[src/rtl/core/gbfs_pkg.sv]
// Shared types and constants for the grid breadth-first search unit.
// No dependencies.
package gbfs_pkg;

    localparam int unsigned CFG_ROWS = 0;
    localparam int unsigned CFG_COLS = 1;
    localparam int unsigned CFG_IDX_W = 1;
    localparam int unsigned PATH_W = 15;
    localparam logic [PATH_W-1:0] PATH_SAT = {PATH_W{1'b1}};

    typedef enum logic [2:0] {
        CMD_NONE,
        CMD_LOAD,
        CMD_CLEAR,
        CMD_SEED,
        CMD_POP,
        CMD_NEIGH
    } t_cmd;

    typedef struct packed {
        logic clear_done;
        logic queue_empty;
        logic at_target;
        logic neigh_last;
    } t_status;

endpackage

[src/rtl/core/gbfs_ctrl.sv]
// Controller state machine for the grid search unit.
// Depends on gbfs_pkg.
module gbfs_ctrl (
    input  logic              i_clk,
    input  logic              i_rst_n,
    input  logic              i_in_valid,
    input  logic              i_operation,
    output logic              o_in_ready,
    input  logic              i_out_ready,
    output logic              o_out_valid,
    output logic              o_found_set,
    output logic              o_res_load,
    output gbfs_pkg::t_cmd    o_cmd,
    input  gbfs_pkg::t_status i_status
);
    import gbfs_pkg::*;

    typedef enum logic [2:0] {
        S_IDLE,
        S_CLEAR,
        S_SEED,
        S_POP,
        S_WAIT,
        S_NEIGH,
        S_DONE
    } t_state;

    t_state r_state;
    logic   r_out_valid;

    assign o_out_valid = r_out_valid;
    assign o_in_ready  = (r_state == S_IDLE) && !r_out_valid;

    always_comb begin
        o_cmd       = CMD_NONE;
        o_res_load  = 1'b0;
        o_found_set = 1'b0;
        case (r_state)
            S_IDLE: begin
                if (i_in_valid && o_in_ready && !i_operation) begin
                    o_cmd = CMD_LOAD;
                end
            end
            S_CLEAR: o_cmd = CMD_CLEAR;
            S_SEED:  o_cmd = CMD_SEED;
            S_POP: begin
                if (!i_status.queue_empty) begin
                    o_cmd = CMD_POP;
                end else begin
                    o_res_load = 1'b1;
                end
            end
            S_WAIT: begin
                if (i_status.at_target) begin
                    o_res_load  = 1'b1;
                    o_found_set = 1'b1;
                end
            end
            S_NEIGH: o_cmd = CMD_NEIGH;
            default: o_cmd = CMD_NONE;
        endcase
    end

    always_ff @(posedge i_clk) begin
        if (!i_rst_n) begin
            r_state     <= S_IDLE;
            r_out_valid <= 1'b0;
        end else begin
            if (r_out_valid && i_out_ready) begin
                r_out_valid <= 1'b0;
            end
            case (r_state)
                S_IDLE: begin
                    if (i_in_valid && o_in_ready && i_operation) begin
                        r_state <= S_CLEAR;
                    end
                end
                S_CLEAR: begin
                    if (i_status.clear_done) begin
                        r_state <= S_SEED;
                    end
                end
                S_SEED: r_state <= S_POP;
                S_POP: begin
                    if (i_status.queue_empty) begin
                        r_state     <= S_DONE;
                        r_out_valid <= 1'b1;
                    end else begin
                        r_state <= S_WAIT;
                    end
                end
                S_WAIT: begin
                    if (i_status.at_target) begin
                        r_state     <= S_DONE;
                        r_out_valid <= 1'b1;
                    end else begin
                        r_state <= S_NEIGH;
                    end
                end
                S_NEIGH: begin
                    if (i_status.neigh_last) begin
                        r_state <= S_POP;
                    end
                end
                S_DONE: begin
                    if (!r_out_valid || i_out_ready) begin
                        r_state <= S_IDLE;
                    end
                end
                default: r_state <= S_IDLE;
            endcase
        end
    end

endmodule

[config.mk]
export PLATFORM = sky130hd
export DESIGN_NAME = gbfs_ctrl
export DESIGN_NICKNAME = d
export VERILOG_FILES = /design/src/rtl/core/gbfs_pkg.sv /design/src/rtl/core/gbfs_ctrl.sv
export SDC_FILE = /design/constraint.sdc
export NUM_CORES = 1
export LEC_CHECK = 0
export CORE_AREA = 2 2 39 41
export DETAILED_ROUTE_END_ITERATION = 16
export DIE_AREA = 0 0 41 43
export DONT_BUFFER_PORTS = 1
export HOLD_SLACK_MARGIN = 0.15
export PLACE_DENSITY = 0.45
export SLEW_MARGIN = 25
export SYNTH_ARGS = -nofsm -noshare
export SYNTH_HDL_FRONTEND = slang
export SYNTH_SLANG_ARGS = --single-unit
[constraint.sdc]
create_clock -name i_clk -period 2.8 [get_ports i_clk]
set_clock_uncertainty 0.05 [all_clocks]
set_input_delay 0.56 -clock i_clk [delete_from_list [all_inputs] [get_ports i_clk]]
set_output_delay 0.56 -clock i_clk [all_outputs]
set_load 0.05 [all_outputs]
==> run summary <==
final core occ: 29.0%
post-synth top area share: 24.2%
Antenna Cells: 0
fin nets: 61
Avg Synthesized Cell Area: 7.37 um2
design area: 402 um2
DP Cell Count: 63
Final Max Slew Viols: 0
hold crit path type: in -> reg
reg2reg setup slack: 1060 ps
Synth area leader: dfxtp_1
CTS buffer count: 3
CTS Root Cell: clkbuf_4
Initial DRC Count: 8
Core ar.: 0.00138 mm2
port buffer count: 0
Final Wtd Congestion: 0.665
Die Span Y: 43 um
Comb pwr share: 31.5%
largest net degree at the start of global routing: 16
Psw: 0.0750 mW
worst slew pin tran: 617 ps
Worst Path Required: 2190 ps
TritonCTS clock tree: yes
hold path endpoint: r_state[1]$_SDFFE_PN0P_
num rows: 14
Worst Reg2Reg Path Length in Cells: 4
fraction of registers with async set/reset: 0%
clk buf depth: 2
Vias per Instance: 5.12
CTS resizes: 0
Fmax achieved: 0.447 GHz
Power Density: 520 mW/mm2
Flop pwr share: 34.7%
Leak: 0.169 nW
Clk pwr share: 33.8%
Clock Latency Late Sink: 230 ps
CP arrival: 1630 ps
post-synth cell types: 26
yosys warns: 0
Area Growth Syn to Fin: 21.1%
Worst-path clk slew: 30 ps
final wirelength: 771 um
DRC errors left: 0
wl on met1: 328 um
worst setup path category: reg -> out
dominant cells by area after synthesis: dfxtp_1, a2111oi_1, nor2b_1
RR Startpoint: o_out_valid$_SDFF_PN0_
post-synthesis sequential area ratio: 24.2%
Pint: 0.134 mW
antenna violations before repair: 0
Initial Utilization: 24.0%
worst rel slew slack: 58.8%
type of origin of the critical path: register
grt ovf: 0
gr usage total: 10.0%
number of synthesized flops with an enable pin: 0
pre-CTS WS: 802 ps
Mapped Area: 332 um2
TritonCTS Sinks: 4
hpwl dp: 602 um
max layer used: met3
post-CTS setup buffers: 0
global-route wire length before repair: 1140 um
max-cap violations: 0
Hold Crit Start: i_rst_n
worst setup slack after layout: 561 ps
total power: 0.209 mW
Main synth FF type: dfxtp_1
final clock period utilization by the worst path: 80.0%
final setup fails: 0
met2 WL: 391 um
Pre-Repair DR Iteration Count: 3
setup repair after global routing missed its margin: false
Net Sw Frac: 35.9%
Die Area: 0.00176 mm2
layout cells sized above 1: 24.0%
Vias: 338
CP Launch Point: r_state[1]$_SDFFE_PN0P_
status: finished clean
Peak VDD IR: 0.000136 V
placed inst area: 379 um2
syn_nets: 54
Hold Vio Cnt, Final: 0
post-route ant nets: 0
WHS: 405 ps
setup_tns: 0 ps
Layout Cells excl Fill: 66
Worst setup EP type: primary output
r2r endpoint: r_state[1]$_SDFFE_PN0P_
Chip Width: 41 um
Post-synth top cells: dfxtp_1, nand2_1, nor2_1
I/O pin count: 16
cell depth of the worst hold path: 1
WL/cell: 11.7 um
post-layout min period: 2240 ps
post-synthesis register bit count: 4
Fillers: 160
Mapped Cells: 45
vias in the first global route: 294
H-tree Lvls: 1
Crit Path Max Fanout: 15
cts hold-fix bufs: 0
wire length on met3: 51 um
-- area by class of cell --
type                    count  area, um2  area share, %
clock buffers               3       22.5           5.61
inverters                   3       11.3           2.80
multi-input cells          35        230           57.3
flip-flops and latches      4       80.1           19.9
well taps                  16       20.0           4.98
repair buffers              5       37.5           9.35
-- worst max-delay path by stage --
stage	endpoint	slack (ps)	cells after the start
6_report	o_res_load	560	3
4_1_cts	o_res_load	550	3
3_5_place_dp	o_res_load	800	3
3_3_place_gp	o_res_load	850	3
5_1_grt	o_res_load	420	3
2_1_floorplan	o_in_ready	130	2
-- routing by layer --
layer  up-vias  GRT usage (%)
met5         -              0
met4         0           8.00
met3         0           4.71
met2         8           14.7
met1       158           10.3
li1        172              -
-- power groups by stage --
stage	Clock (mW)	Combinational [mW]	Sequential [mW]
floorplan	0	0.0583	0.0645
global placement	0	0.0667	0.0732
detailed placement	0	0.0663	0.0730
CTS	0.0756	0.0664	0.0721
global route	0.0802	0.0705	0.0734
finish	0.0706	0.0658	0.0724
-- layout by cell type (no fill, tap or decap), types with 2 or more instances in the layout --
master / synthesis / final
dfxtp_1: 4 / 4
buf_4: 0 / 5
nor2_1: 4 / 4
nor2b_1: 3 / 3
o21ai_0: 2 / 2
a2111oi_1: 2 / 2
inv_1: 3 / 3
clkbuf_4: 0 / 3
a21oi_1: 3 / 3
nand2_1: 4 / 4
-- cell families after synthesis --
logic type,Yosys count,synth area share (%)
flip-flops,4,24.2
XOR/XNOR,1,2.64
AO/OA/AOI/OAI,15,31.7
buffers and inverters,6,9.81
AND/OR/NAND/NOR,19,31.7
-- worst max-delay path, stage by stage (launching register included) --
cell,delay [ps]
dfxtp_1,610
nor2b_1,280
a31oi_1,140
inv_1,370
-- sequential cells by signal (all words and copies together), names as in the netlist --
register     cells
o_out_valid      1
r_state          3
Power figures use the tool's default switching activity.
